===== src/nds_pkg.sv =====
// Shared types for the derivative stream controller and datapath.
package nds_pkg;

  // Which stored sample forms the left end of the difference.
  typedef enum logic {
    PAIR_NEWER = 1'b0,
    PAIR_OLDER = 1'b1
  } pair_sel_t;

  // Commands from controller to datapath.
  typedef struct packed {
    logic      cap_in;     // latch the accepted item
    logic      diff_go;    // register dx and dy
    pair_sel_t pair_sel;   // left sample of the difference
    logic      div_start;  // start the serial divider
    logic      push;       // shift history: older <= newer <= current
    logic      out_load;   // load a formatted quotient into the output register
    logic      out_lone;   // load the lone-sample result
    logic      out_end;    // end_of_series flag for out_load
  } nds_cmd_t;

  // Status from datapath to controller.
  typedef struct packed {
    logic cur_last;   // latched item closes its series
    logic div_done;   // quotient ready
    logic out_full;   // output register still holds an item
  } nds_sts_t;

endpackage


===== src/nds_div.sv =====
// Restoring bit-serial divider with a sticky quotient overflow flag.
module nds_div import nds_pkg::*; #(
  parameter int SAMPLE_WIDTH = 32,
  parameter int FRAC_BITS    = 16
) (
  input  logic                    clk,
  input  logic                    rst_n,
  input  logic                    start,
  input  logic [SAMPLE_WIDTH:0]   num,
  input  logic [SAMPLE_WIDTH:0]   den,
  output logic                    done,
  output logic [SAMPLE_WIDTH-1:0] quot,
  output logic                    ovf
);

  localparam int NB    = SAMPLE_WIDTH + 1 + FRAC_BITS;
  localparam int CNT_W = $clog2(NB);

  logic [NB-1:0]           num_r, num_nxt;
  logic [SAMPLE_WIDTH:0]   den_r, den_nxt;
  logic [SAMPLE_WIDTH:0]   rem_r, rem_nxt;
  logic [SAMPLE_WIDTH-1:0] quot_r, quot_nxt;
  logic                    ovf_r, ovf_nxt;
  logic [CNT_W-1:0]        cnt_r, cnt_nxt;
  logic                    busy_r, busy_nxt;
  logic                    done_r, done_nxt;

  logic [SAMPLE_WIDTH+1:0] rem_sh;
  logic [SAMPLE_WIDTH+1:0] rem_sub;
  logic                    take;

  // one quotient bit per cycle
  always_comb begin
    rem_sh  = {rem_r, num_r[NB-1]};
    take    = rem_sh >= {1'b0, den_r};
    rem_sub = rem_sh - {1'b0, den_r};

    num_nxt  = num_r;
    den_nxt  = den_r;
    rem_nxt  = rem_r;
    quot_nxt = quot_r;
    ovf_nxt  = ovf_r;
    cnt_nxt  = cnt_r;
    busy_nxt = busy_r;
    done_nxt = 1'b0;

    if (start) begin
      num_nxt  = NB'(num) << FRAC_BITS;
      den_nxt  = den;
      rem_nxt  = '0;
      quot_nxt = '0;
      ovf_nxt  = 1'b0;
      cnt_nxt  = '0;
      busy_nxt = 1'b1;
    end else if (busy_r) begin
      num_nxt  = num_r << 1;
      rem_nxt  = take ? rem_sub[SAMPLE_WIDTH:0] : rem_sh[SAMPLE_WIDTH:0];
      // bits pushed past the top only matter as "too large"
      ovf_nxt  = ovf_r | quot_r[SAMPLE_WIDTH-1];
      quot_nxt = {quot_r[SAMPLE_WIDTH-2:0], take};
      cnt_nxt  = cnt_r + 1'b1;
      if (cnt_r == CNT_W'(NB - 1)) begin
        busy_nxt = 1'b0;
        done_nxt = 1'b1;
      end
    end
  end

  always_ff @(posedge clk) begin
    if (!rst_n) begin
      busy_r <= 1'b0;
      done_r <= 1'b0;
      cnt_r  <= '0;
    end else begin
      busy_r <= busy_nxt;
      done_r <= done_nxt;
      cnt_r  <= cnt_nxt;
    end
  end

  always_ff @(posedge clk) begin
    num_r  <= num_nxt;
    den_r  <= den_nxt;
    rem_r  <= rem_nxt;
    quot_r <= quot_nxt;
    ovf_r  <= ovf_nxt;
  end

  assign done = done_r;
  assign quot = quot_r;
  assign ovf  = ovf_r;

endmodule


===== src/nds_dpath.sv =====
// Datapath: sample history, differences, divider and output register.
module nds_dpath import nds_pkg::*; #(
  parameter int SAMPLE_WIDTH = 32,
  parameter int FRAC_BITS    = 16
) (
  input  logic                    clk,
  input  logic                    rst_n,
  input  logic [SAMPLE_WIDTH-1:0] in_x,
  input  logic [SAMPLE_WIDTH-1:0] in_y,
  input  logic                    in_last,
  input  nds_cmd_t                cmd,
  output nds_sts_t                sts,
  input  logic                    out_ready,
  output logic                    out_valid,
  output logic [SAMPLE_WIDTH-1:0] out_slope,
  output logic                    out_zero,
  output logic                    out_clip,
  output logic                    out_end
);

  localparam int W = SAMPLE_WIDTH;
  localparam logic [W-1:0] POS_MAX = {1'b0, {(W-1){1'b1}}};
  localparam logic [W-1:0] NEG_MIN = {1'b1, {(W-1){1'b0}}};

  logic [W-1:0] cur_x_r, cur_y_r, newer_x_r, newer_y_r, older_x_r, older_y_r;
  logic         cur_last_r;
  logic [W:0]   dx_r, dy_r;

  logic [W-1:0] base_x, base_y;
  logic [W:0]   dx_nxt, dy_nxt;
  logic [W:0]   dx_mag, dy_mag;

  logic         div_done;
  logic [W-1:0] quot;
  logic         ovf;

  logic [W-1:0] fmt_slope;
  logic         fmt_zero, fmt_clip;

  logic         out_valid_r, out_valid_nxt;
  logic [W-1:0] slope_r;
  logic         zero_r, clip_r, end_r;

  // sample history
  always_ff @(posedge clk) begin
    if (cmd.cap_in) begin
      cur_x_r    <= in_x;
      cur_y_r    <= in_y;
      cur_last_r <= in_last;
    end
    if (cmd.push) begin
      older_x_r <= newer_x_r;
      older_y_r <= newer_y_r;
      newer_x_r <= cur_x_r;
      newer_y_r <= cur_y_r;
    end
  end

  // exact differences, one bit wider than a sample
  always_comb begin
    base_x = (cmd.pair_sel == PAIR_OLDER) ? older_x_r : newer_x_r;
    base_y = (cmd.pair_sel == PAIR_OLDER) ? older_y_r : newer_y_r;
    dx_nxt = {cur_x_r[W-1], cur_x_r} - {base_x[W-1], base_x};
    dy_nxt = {cur_y_r[W-1], cur_y_r} - {base_y[W-1], base_y};
  end

  always_ff @(posedge clk) begin
    if (cmd.diff_go) begin
      dx_r <= dx_nxt;
      dy_r <= dy_nxt;
    end
  end

  assign dx_mag = dx_r[W] ? (~dx_r + 1'b1) : dx_r;
  assign dy_mag = dy_r[W] ? (~dy_r + 1'b1) : dy_r;

  nds_div #(
    .SAMPLE_WIDTH (SAMPLE_WIDTH),
    .FRAC_BITS    (FRAC_BITS)
  ) u_div (
    .clk   (clk),
    .rst_n (rst_n),
    .start (cmd.div_start),
    .num   (dy_mag),
    .den   (dx_mag),
    .done  (div_done),
    .quot  (quot),
    .ovf   (ovf)
  );

  // sign, saturation and zero-spacing handling
  always_comb begin
    fmt_zero  = 1'b0;
    fmt_clip  = 1'b0;
    fmt_slope = quot;
    if (dx_r == '0) begin
      fmt_zero = 1'b1;
      if (dy_r == '0) begin
        fmt_slope = '0;
      end else if (dy_r[W]) begin
        fmt_slope = NEG_MIN;
      end else begin
        fmt_slope = POS_MAX;
      end
    end else if (dx_r[W] ^ dy_r[W]) begin
      if (ovf || (quot > NEG_MIN)) begin
        fmt_clip  = 1'b1;
        fmt_slope = NEG_MIN;
      end else begin
        fmt_slope = ~quot + 1'b1;
      end
    end else if (ovf || quot[W-1]) begin
      fmt_clip  = 1'b1;
      fmt_slope = POS_MAX;
    end
  end

  // output register
  always_comb begin
    out_valid_nxt = out_valid_r;
    if (out_valid_r && out_ready) begin
      out_valid_nxt = 1'b0;
    end
    if (cmd.out_load || cmd.out_lone) begin
      out_valid_nxt = 1'b1;
    end
  end

  always_ff @(posedge clk) begin
    if (!rst_n) begin
      out_valid_r <= 1'b0;
    end else begin
      out_valid_r <= out_valid_nxt;
    end
  end

  always_ff @(posedge clk) begin
    if (cmd.out_lone) begin
      slope_r <= '0;
      zero_r  <= 1'b0;
      clip_r  <= 1'b0;
      end_r   <= 1'b1;
    end else if (cmd.out_load) begin
      slope_r <= fmt_slope;
      zero_r  <= fmt_zero;
      clip_r  <= fmt_clip;
      end_r   <= cmd.out_end;
    end
  end

  assign sts.cur_last = cur_last_r;
  assign sts.div_done = div_done;
  assign sts.out_full = out_valid_r;

  assign out_valid = out_valid_r;
  assign out_slope = slope_r;
  assign out_zero  = zero_r;
  assign out_clip  = clip_r;
  assign out_end   = end_r;

endmodule


===== src/nds_ctrl.sv =====
// Controller: series position tracking and sequencing of divisions.
module nds_ctrl import nds_pkg::*; (
  input  logic     clk,
  input  logic     rst_n,
  input  logic     in_valid,
  output logic     in_ready,
  input  nds_sts_t sts,
  output nds_cmd_t cmd
);

  typedef enum logic [5:0] {
    S_IDLE   = 6'b000001,
    S_DECIDE = 6'b000010,
    S_LONE   = 6'b000100,
    S_START  = 6'b001000,
    S_DIV    = 6'b010000,
    S_EMIT   = 6'b100000
  } state_t;

  state_t     state_r, state_nxt;
  logic [1:0] held_r, held_nxt;
  logic       end_r, end_nxt;

  assign in_ready = (state_r == S_IDLE);

  always_comb begin
    state_nxt = state_r;
    held_nxt  = held_r;
    end_nxt   = end_r;
    cmd       = '0;
    cmd.pair_sel = PAIR_NEWER;
    cmd.out_end  = end_r;

    unique case (state_r)
      S_IDLE: begin
        if (in_valid) begin
          cmd.cap_in = 1'b1;
          state_nxt  = S_DECIDE;
        end
      end
      S_DECIDE: begin
        if (held_r == 2'd0) begin
          if (sts.cur_last) begin
            state_nxt = S_LONE;
          end else begin
            cmd.push  = 1'b1;
            held_nxt  = 2'd1;
            state_nxt = S_IDLE;
          end
        end else begin
          // first point of a series uses its forward neighbor only
          cmd.diff_go  = 1'b1;
          cmd.pair_sel = (held_r == 2'd1) ? PAIR_NEWER : PAIR_OLDER;
          end_nxt      = 1'b0;
          state_nxt    = S_START;
        end
      end
      S_LONE: begin
        if (!sts.out_full) begin
          cmd.out_lone = 1'b1;
          held_nxt     = 2'd0;
          state_nxt    = S_IDLE;
        end
      end
      S_START: begin
        cmd.div_start = 1'b1;
        state_nxt     = S_DIV;
      end
      S_DIV: begin
        if (sts.div_done) begin
          state_nxt = S_EMIT;
        end
      end
      S_EMIT: begin
        if (!sts.out_full) begin
          cmd.out_load = 1'b1;
          if (end_r) begin
            held_nxt  = 2'd0;
            state_nxt = S_IDLE;
          end else if (sts.cur_last) begin
            // backward difference for the closing point
            cmd.diff_go  = 1'b1;
            cmd.pair_sel = PAIR_NEWER;
            end_nxt      = 1'b1;
            state_nxt    = S_START;
          end else begin
            cmd.push  = 1'b1;
            held_nxt  = 2'd2;
            state_nxt = S_IDLE;
          end
        end
      end
      default: begin
        state_nxt = S_IDLE;
      end
    endcase
  end

  always_ff @(posedge clk) begin
    if (!rst_n) begin
      state_r <= S_IDLE;
      held_r  <= 2'd0;
      end_r   <= 1'b0;
    end else begin
      state_r <= state_nxt;
      held_r  <= held_nxt;
      end_r   <= end_nxt;
    end
  end

endmodule


===== src/nonuniform_derivative_stream.sv =====
// Numerical derivative of a stream of fixed-point (x, y) samples, one item at a time.
// Each sample is fully handled, and any result loaded, before the next sample is accepted.
// A closing sample that follows others runs two divisions, the second for its own backward
// difference. A first sample only enters the history; a lone sample gets a zero result without
// a division. A full output register stalls every load of a result.
// Reset (rst_n low, synchronous) empties the sample history and the output register.
module nonuniform_derivative_stream import nds_pkg::*; #(
  parameter int SAMPLE_WIDTH = 32,
  parameter int FRAC_BITS    = 16,
  localparam int IN_DATA_W   = ((2 * SAMPLE_WIDTH + 7) / 8) * 8,
  localparam int OUT_DATA_W  = ((SAMPLE_WIDTH + 7) / 8) * 8
) (
  input  logic                  clk,
  input  logic                  rst_n,
  input  logic                  in_tvalid,
  output logic                  in_tready,
  input  logic [IN_DATA_W-1:0]  in_tdata,   // x_value, y_value
  input  logic                  in_tlast,   // last_sample
  output logic                  out_tvalid,
  input  logic                  out_tready,
  output logic [OUT_DATA_W-1:0] out_tdata,  // slope
  output logic [1:0]            out_tuser,  // zero_spacing, clipped
  output logic                  out_tlast   // end_of_series
);

  nds_cmd_t                cmd;
  nds_sts_t                sts;
  logic [SAMPLE_WIDTH-1:0] slope;
  logic                    zero_flag, clip_flag;

  nds_ctrl u_ctrl (
    .clk      (clk),
    .rst_n    (rst_n),
    .in_valid (in_tvalid),
    .in_ready (in_tready),
    .sts      (sts),
    .cmd      (cmd)
  );

  nds_dpath #(
    .SAMPLE_WIDTH (SAMPLE_WIDTH),
    .FRAC_BITS    (FRAC_BITS)
  ) u_dpath (
    .clk       (clk),
    .rst_n     (rst_n),
    .in_x      (in_tdata[SAMPLE_WIDTH-1:0]),
    .in_y      (in_tdata[2*SAMPLE_WIDTH-1:SAMPLE_WIDTH]),
    .in_last   (in_tlast),
    .cmd       (cmd),
    .sts       (sts),
    .out_ready (out_tready),
    .out_valid (out_tvalid),
    .out_slope (slope),
    .out_zero  (zero_flag),
    .out_clip  (clip_flag),
    .out_end   (out_tlast)
  );

  assign out_tdata = OUT_DATA_W'(slope);
  assign out_tuser = {clip_flag, zero_flag};

endmodule


===== config.mk =====
export PLATFORM = sky130hd
export DESIGN_NAME = nonuniform_derivative_stream
export DESIGN_NICKNAME = d
export VERILOG_FILES = /design/src/nds_pkg.sv /design/src/nds_div.sv /design/src/nds_dpath.sv /design/src/nds_ctrl.sv /design/src/nonuniform_derivative_stream.sv
export SDC_FILE = /design/constraint.sdc
export NUM_CORES = 1
export LEC_CHECK = 0
export BUFFER_PORTS_ARGS = -buffer_cell sky130_fd_sc_hd__buf_4
export CORE_MARGIN = 8
export CORE_UTILIZATION = 45
export DETAILED_ROUTE_END_ITERATION = 6
export PLACE_DENSITY = 0.62
export SYNTH_ARGS = -nofsm -noshare
export SYNTH_HDL_FRONTEND = slang
export SYNTH_SLANG_ARGS = --single-unit
export TNS_END_PERCENT = 1

===== constraint.sdc =====
create_clock -name clk -period 8.55 [get_ports clk]
set_input_delay 0.855 -clock clk [delete_from_list [all_inputs] [get_ports clk]]
set_output_delay 0.855 -clock clk [all_outputs]
set_load 0.005 [all_outputs]

==> Word level (Yosys, flattened, before mapping) <==
Index checks and enable logic that the tools add are counted.
{ "op_classes": {"n_reduce_logical": 16, "add_sub_neg": 7, "mux": 62, "bitwise_logic": 7, "magnitude_cmp": 2, "eq_ne": 16} }
{ "op_table": {"columns": ["op", "n"], "rows": [
  ["2-to-1 mux 32 bit", 9],
  ["2-to-1 mux 49 bit", 2],
  ["adder 33 x 1 -> 33 bit (second input constant)", 2],
  ["logical NOT 33 bit", 2],
  ["2-to-1 mux 33 bit", 2],
  ["NOT 33 bit", 2],
  ["subtractor 32 x 32 -> 33 bit", 2],
  ["case mux 6 bit (6 select lines)", 1],
  ["greater-or-equal comparator 34 x 33 -> 1 bit", 1],
  ["subtractor 33 bit", 1],
  ["adder 32 x 1 -> 32 bit (second input constant)", 1],
  ["greater-than comparator 32 bit (second input constant)", 1],
  ["NOT 32 bit", 1],
  ["2-to-1 mux 6 bit", 5],
  ["2-to-1 mux 1 bit", 25],
  ["2-to-1 mux 2 bit", 11],
  ["== test 6 bit (second input constant)", 2],
  ["inequality test 2 bit (second input constant)", 5],
  ["2-to-1 mux 4 bit", 2],
  ["adder 6 x 1 -> 6 bit (second input constant)", 1],
  ["== test 6 x 1 -> 1 bit (second input constant)", 1],
  ["== test 6 x 2 -> 1 bit (second input constant)", 1],
  ["== test 6 x 3 -> 1 bit (second input constant)", 1],
  ["== test 6 x 4 -> 1 bit (second input constant)", 1],
  ["21 further kinds", 28]
]} }
{ "totals": {"out_inout_bits": 37, "in_bits": 69, "wordCells": 136, "register_bits": 444} }

==> Logic depth before layout (Yosys ltp) <==
{ "logic_depth": {"depth_word": 6, "mapped_depth": 17, "ltp_nobuf": 16} }

==> Hierarchy <==
A second synthesis with hierarchy kept.
{ "unflattened": {"hier_cells": 2067, "hier_area_um2": 23032.1} }
{ "modules_own_cells": {"columns": ["mod", "area_each_um2", "cells_per_inst", "instances"], "rows": [
  ["nds_dpath", 15142.0, 1290, 1],
  ["nds_div", 7176.9, 685, 1],
  ["nds_ctrl", 698.2, 90, 1],
  ["nonuniform_derivative_stream", 15.0, 2, 1]
]} }

==> Worst setup path after synthesis <==
Ideal clock, no wire load.
{ "synth_path": {"kind": "register to register", "start": "reg u_ctrl.state_r[0]", "end": "reg u_dpath.dx_r[0] (enable)", "setup_ps": 583, "stages_incl_launch_ff": 4, "required_time_ps": 7967, "synth_period_minus_slack_ps": 6346, "slack_ps": 2204, "n_path_buf": 0, "arrival_time_ps": 5763, "path_cell_list": "dfxtp_1 nor3_1 nand4_1 o21ai_0"} }
{ "synth_rtl": {"columns": ["element", "line_no", "source"], "rows": [
  ["start: declaration", "nds_ctrl.sv:20", "state_t state_r, state_nxt;"],
  ["start signal: assignment", "nds_ctrl.sv:105", "state_r <= state_nxt;"],
  ["end signal: assignment", "nds_dpath.sv:69", "dx_r <= dx_nxt;"],
  ["end: declaration", "nds_dpath.sv:27", "logic [W:0] dx_r, dy_r;"]
]} }

==> Worst setup path in the final report <==
{ "layout_path": {"start": "reg u_ctrl.state_r[3]", "end": "reg u_dpath.dx_r[30] (data pin)"} }
{ "layout_between": {"elab_chain_len": 4, "elab_cells_between_ends": 5} }
{ "layout_lines": {"columns": ["element", "line_no", "source"], "rows": [
  ["== test 6 bit or == test 6 x 2 -> 1 bit (tied branches)", "nds_ctrl.sv:34", "unique case (state_r)"],
  ["case mux 2 bit (2 select lines) *", "nds_ctrl.sv:34", null],
  ["2-to-1 mux 32 bit *", "nds_dpath.sv:61", "base_x = (cmd.pair_sel == PAIR_OLDER) ? older_x_r : newer_x_r;"],
  ["subtractor 32 x 32 -> 33 bit *", "nds_dpath.sv:63", "dx_nxt = {cur_x_r[W-1], cur_x_r} - {base_x[W-1], base_x};"],
  ["named net u_dpath.dx_nxt[30]", "nds_dpath.sv:30", "logic [W:0] dx_nxt, dy_nxt;"]
]} }
The timed path passes the listed nets; every way through them passes the cells marked *.
A chain may end at the register's enable or synchronous reset.

==> run summary <==
initial DRC count - 1025
Avg Vias per Cell - 5.49
Final GP Congestion - 0.871
Worst VDD drop - 196 uV
setup TNS - 0 ps
critical path endpoint category - register
Avg Cell Area, Syn - 10.9 sq um
path type of the worst setup path - reg2reg
fin crit period - 5100 ps
register area share after synthesis - 53.2%
total die area - 0.0582 sq mm
Static Leak - 10.2 nW
Tot Pwr - 5.08 mW
vias in the first global route - 15800
WP data required - 8870 ps
Worst Setup SP - u_ctrl.state_r[3]$_SDFFE_PN0P_
final core utilization - 51.5%
Netlist Area Pre-Place - 0.0228 sq mm
CTS sink count - 444
CTS H-tree depth - 2
part of the power in the clock network - 39.5%
Synth async-reset ratio - 0%
Synth-to-Final Area Change - 13.0%
post-CTS setup repair buffer count - 0
Root Buffer - clkbuf_16
Final WS setup - 3450 ps
antenna violations before repair - 0
Hold Path Class - reg2reg
post-cts resize count - 0
Hold Buf Count CTS - 0
pin count of the biggest net entering global routing - 90
synthesized net count - 2277
# IOs - 106
Highest Clock Rate - 196 MHz
outcome - finished clean
pwr dens - 197 mW/mm^2
Hold Startpoint - u_dpath.newer_y_r[22]$_DFFE_PP_
Syn Inst Count - 2102
# setup viols final - 0
antenna cell count - 0
Worst slew margin - 31.9%
fraction of layout cells with a size suffix above 1 - 10.6%
Num CTS Buffers - 48
CP startpoint kind - register
HPWL Detailed - 34000 microns
Critical Path Fanout Max - 41
total iterations of the first detailed-routing run - 5
Ys Warns - 0
Switching Share - 24.4%
row count - 82
Synth Flop Type - edfxtp_1
first-pass GRT wire length - 79600 microns
switching power - 1.24 mW
CTS tree - built
Initial Util - 45.6%
grt ovf - 0
pre-CTS WS - 3460 ps
IO buf count - 105
Fin. Hold Viols - 0
Post-synth EDFFs - 325
critical path arrival - 5420 ps
sequential share of power - 48.1%
post-route ant nets - 0
Max-Cap Viols - 0
pins over their slew limit - 0
Worst-Skew Late Latency - 570 ps
clk slew on worst S/H paths - 60 ps
routed len/inst - 16.8 microns
Die W - 241 microns
Cell variety after synth - 83
Max clock buf depth - 3
GRT Total Usage - 16.6%
Yosys reg bits - 444
worst r2r src - u_ctrl.state_r[3]$_SDFFE_PN0P_
Nets - 2361
Core Box Area - 0.0501 sq mm
Logic pwr share - 12.5%
Slew @ Worst Pin - 1020 ps
Vias - 15900
clk_skew - 23.9 ps
# DRC - 0
final wirelength - 48500 microns
fin crit share - 59.7%
Die Height - 241 microns
Internal - 3.84 mW
RSZ-0062 raised after global routing - false
==> cell families after synthesis <==
group	Yosys count	synth area share, %
adders and majority gates	106	5.91
and+or+nand+nor	574	12.5
xor gates and xnor gates	146	5.60
AOI/OAI and AO/OA	559	15.2
buffers and inverters	163	2.77
muxes	110	4.84
DFF	444	53.2
==> flip-flops by register name (all words and copies together), names as in the netlist, 33 cells and up <==
| register | flops |
|---|---|
| u_dpath.u_div.den_r | 33 |
| u_dpath.dx_r | 33 |
| u_dpath.dy_r | 33 |
| u_dpath.u_div.num_r | 33 |
| u_dpath.u_div.rem_r | 33 |
==> placed cells by master (no fill, tap or decap), types with 13 or more instances in the layout <==
cell type	count
nand2b_1	17
nor2b_1	20
clkbuf_16	50
a21o_1	48
a211oi_1	13
nand3_1	33
xnor2_1	87
and2_1	15
inv_1	74
a31oi_1	28
edfxtp_1	325
xor2_1	58
dfxtp_1	118
mux2i_1	108
nor2_1	157
nand2_1	146
o21a_1	18
or3_1	28
and3_1	18
a21oi_1	142
o21ai_0	182
nand4_1	19
nor3_1	41
nor4_1	16
buf_4	122
or4_1	15
ha_1	103
o31ai_1	22
==> power groups by stage <==
stage          logic (mW)  clock network [mW]  registers, mW
2_1_floorplan       0.485                   0           2.46
3_3_place_gp        0.621                   0           2.48
3_5_place_dp        0.629                   0           2.48
4_1_cts             0.633                2.07           2.44
5_1_grt             0.711                2.15           2.45
6_report            0.633                2.00           2.44
==> area by class of cell <==
type	instances	area [sq um]
timing repair buffer	122	916
fill	4546	24300
clock inverter	26	211
sequential	444	12100
inverter	75	282
multi-input combinational	1495	10100
tap	672	841
clock buffer	60	1310
==> critical path: stages (launching register included) <==
cell and delay [ps]:
dfxtp_1 360, nor3_1 500, and3_1 330, nand2_4 320, buf_4 470, mux2i_1 200
ha_1 420, a21oi_1 240, o21ai_0 160, a221o_1 350, a221oi_1 250, nand2_1 120
o41a_1 430, a31oi_1 370, mux2i_1 240, nand3_1 80
==> worst paths after layout <==
check | slack, ps | cells after the start | endpoint
setup / recovery | 3450 | 15 | u_dpath.dx_r[30]$_DFFE_PP_
hold / removal | 440 | 0 | u_dpath.older_y_r[22]$_DFFE_PP_
setup reg to reg | 3450 | 15 | u_dpath.dx_r[30]$_DFFE_PP_
hold reg to reg | 440 | 0 | u_dpath.older_y_r[22]$_DFFE_PP_
==> stage by stage <==
step	instance area, sq um	instances	hold WS (ps)
2_1_floorplan	22800	2102	420
3_3_place_gp	24300	2808	430
3_5_place_dp	24300	2808	435
4_1_cts	25800	2894	407
5_1_grt	25800	2894	415
6_report	25800	2894	444
==> synth_stat cells (all sizes together), types with 19 or more instances <==
master,number,area share (%)
a21o,48,1.6
a21oi,143,3.2
a31oi,29,0.86
clkbuf,74,1.2
dfxtp,119,10
edfxtp,325,43
ha,103,5.6
inv,75,1.2
mux2i,108,4.7
nand2,148,2.4
nand3,34,0.75
nand4,19,0.52
nor2,158,2.6
nor2b,20,0.55
nor3,42,0.94
o21ai,184,4.0
o31ai,23,0.78
or3,30,0.87
xnor2,88,3.4
xor2,58,2.2
==> metal layers <==
metal  global-route usage (%)  wire length (microns)  up-vias
met2                     26.7                  22000      325
li1                         -                      -     7983
met5                        0                      0        -
met3                     2.60                   1960       80
met1                     22.6                  23200     7487
met4                     6.05                   1410        0
Note: power is estimated with default switching activity, not from simulation.
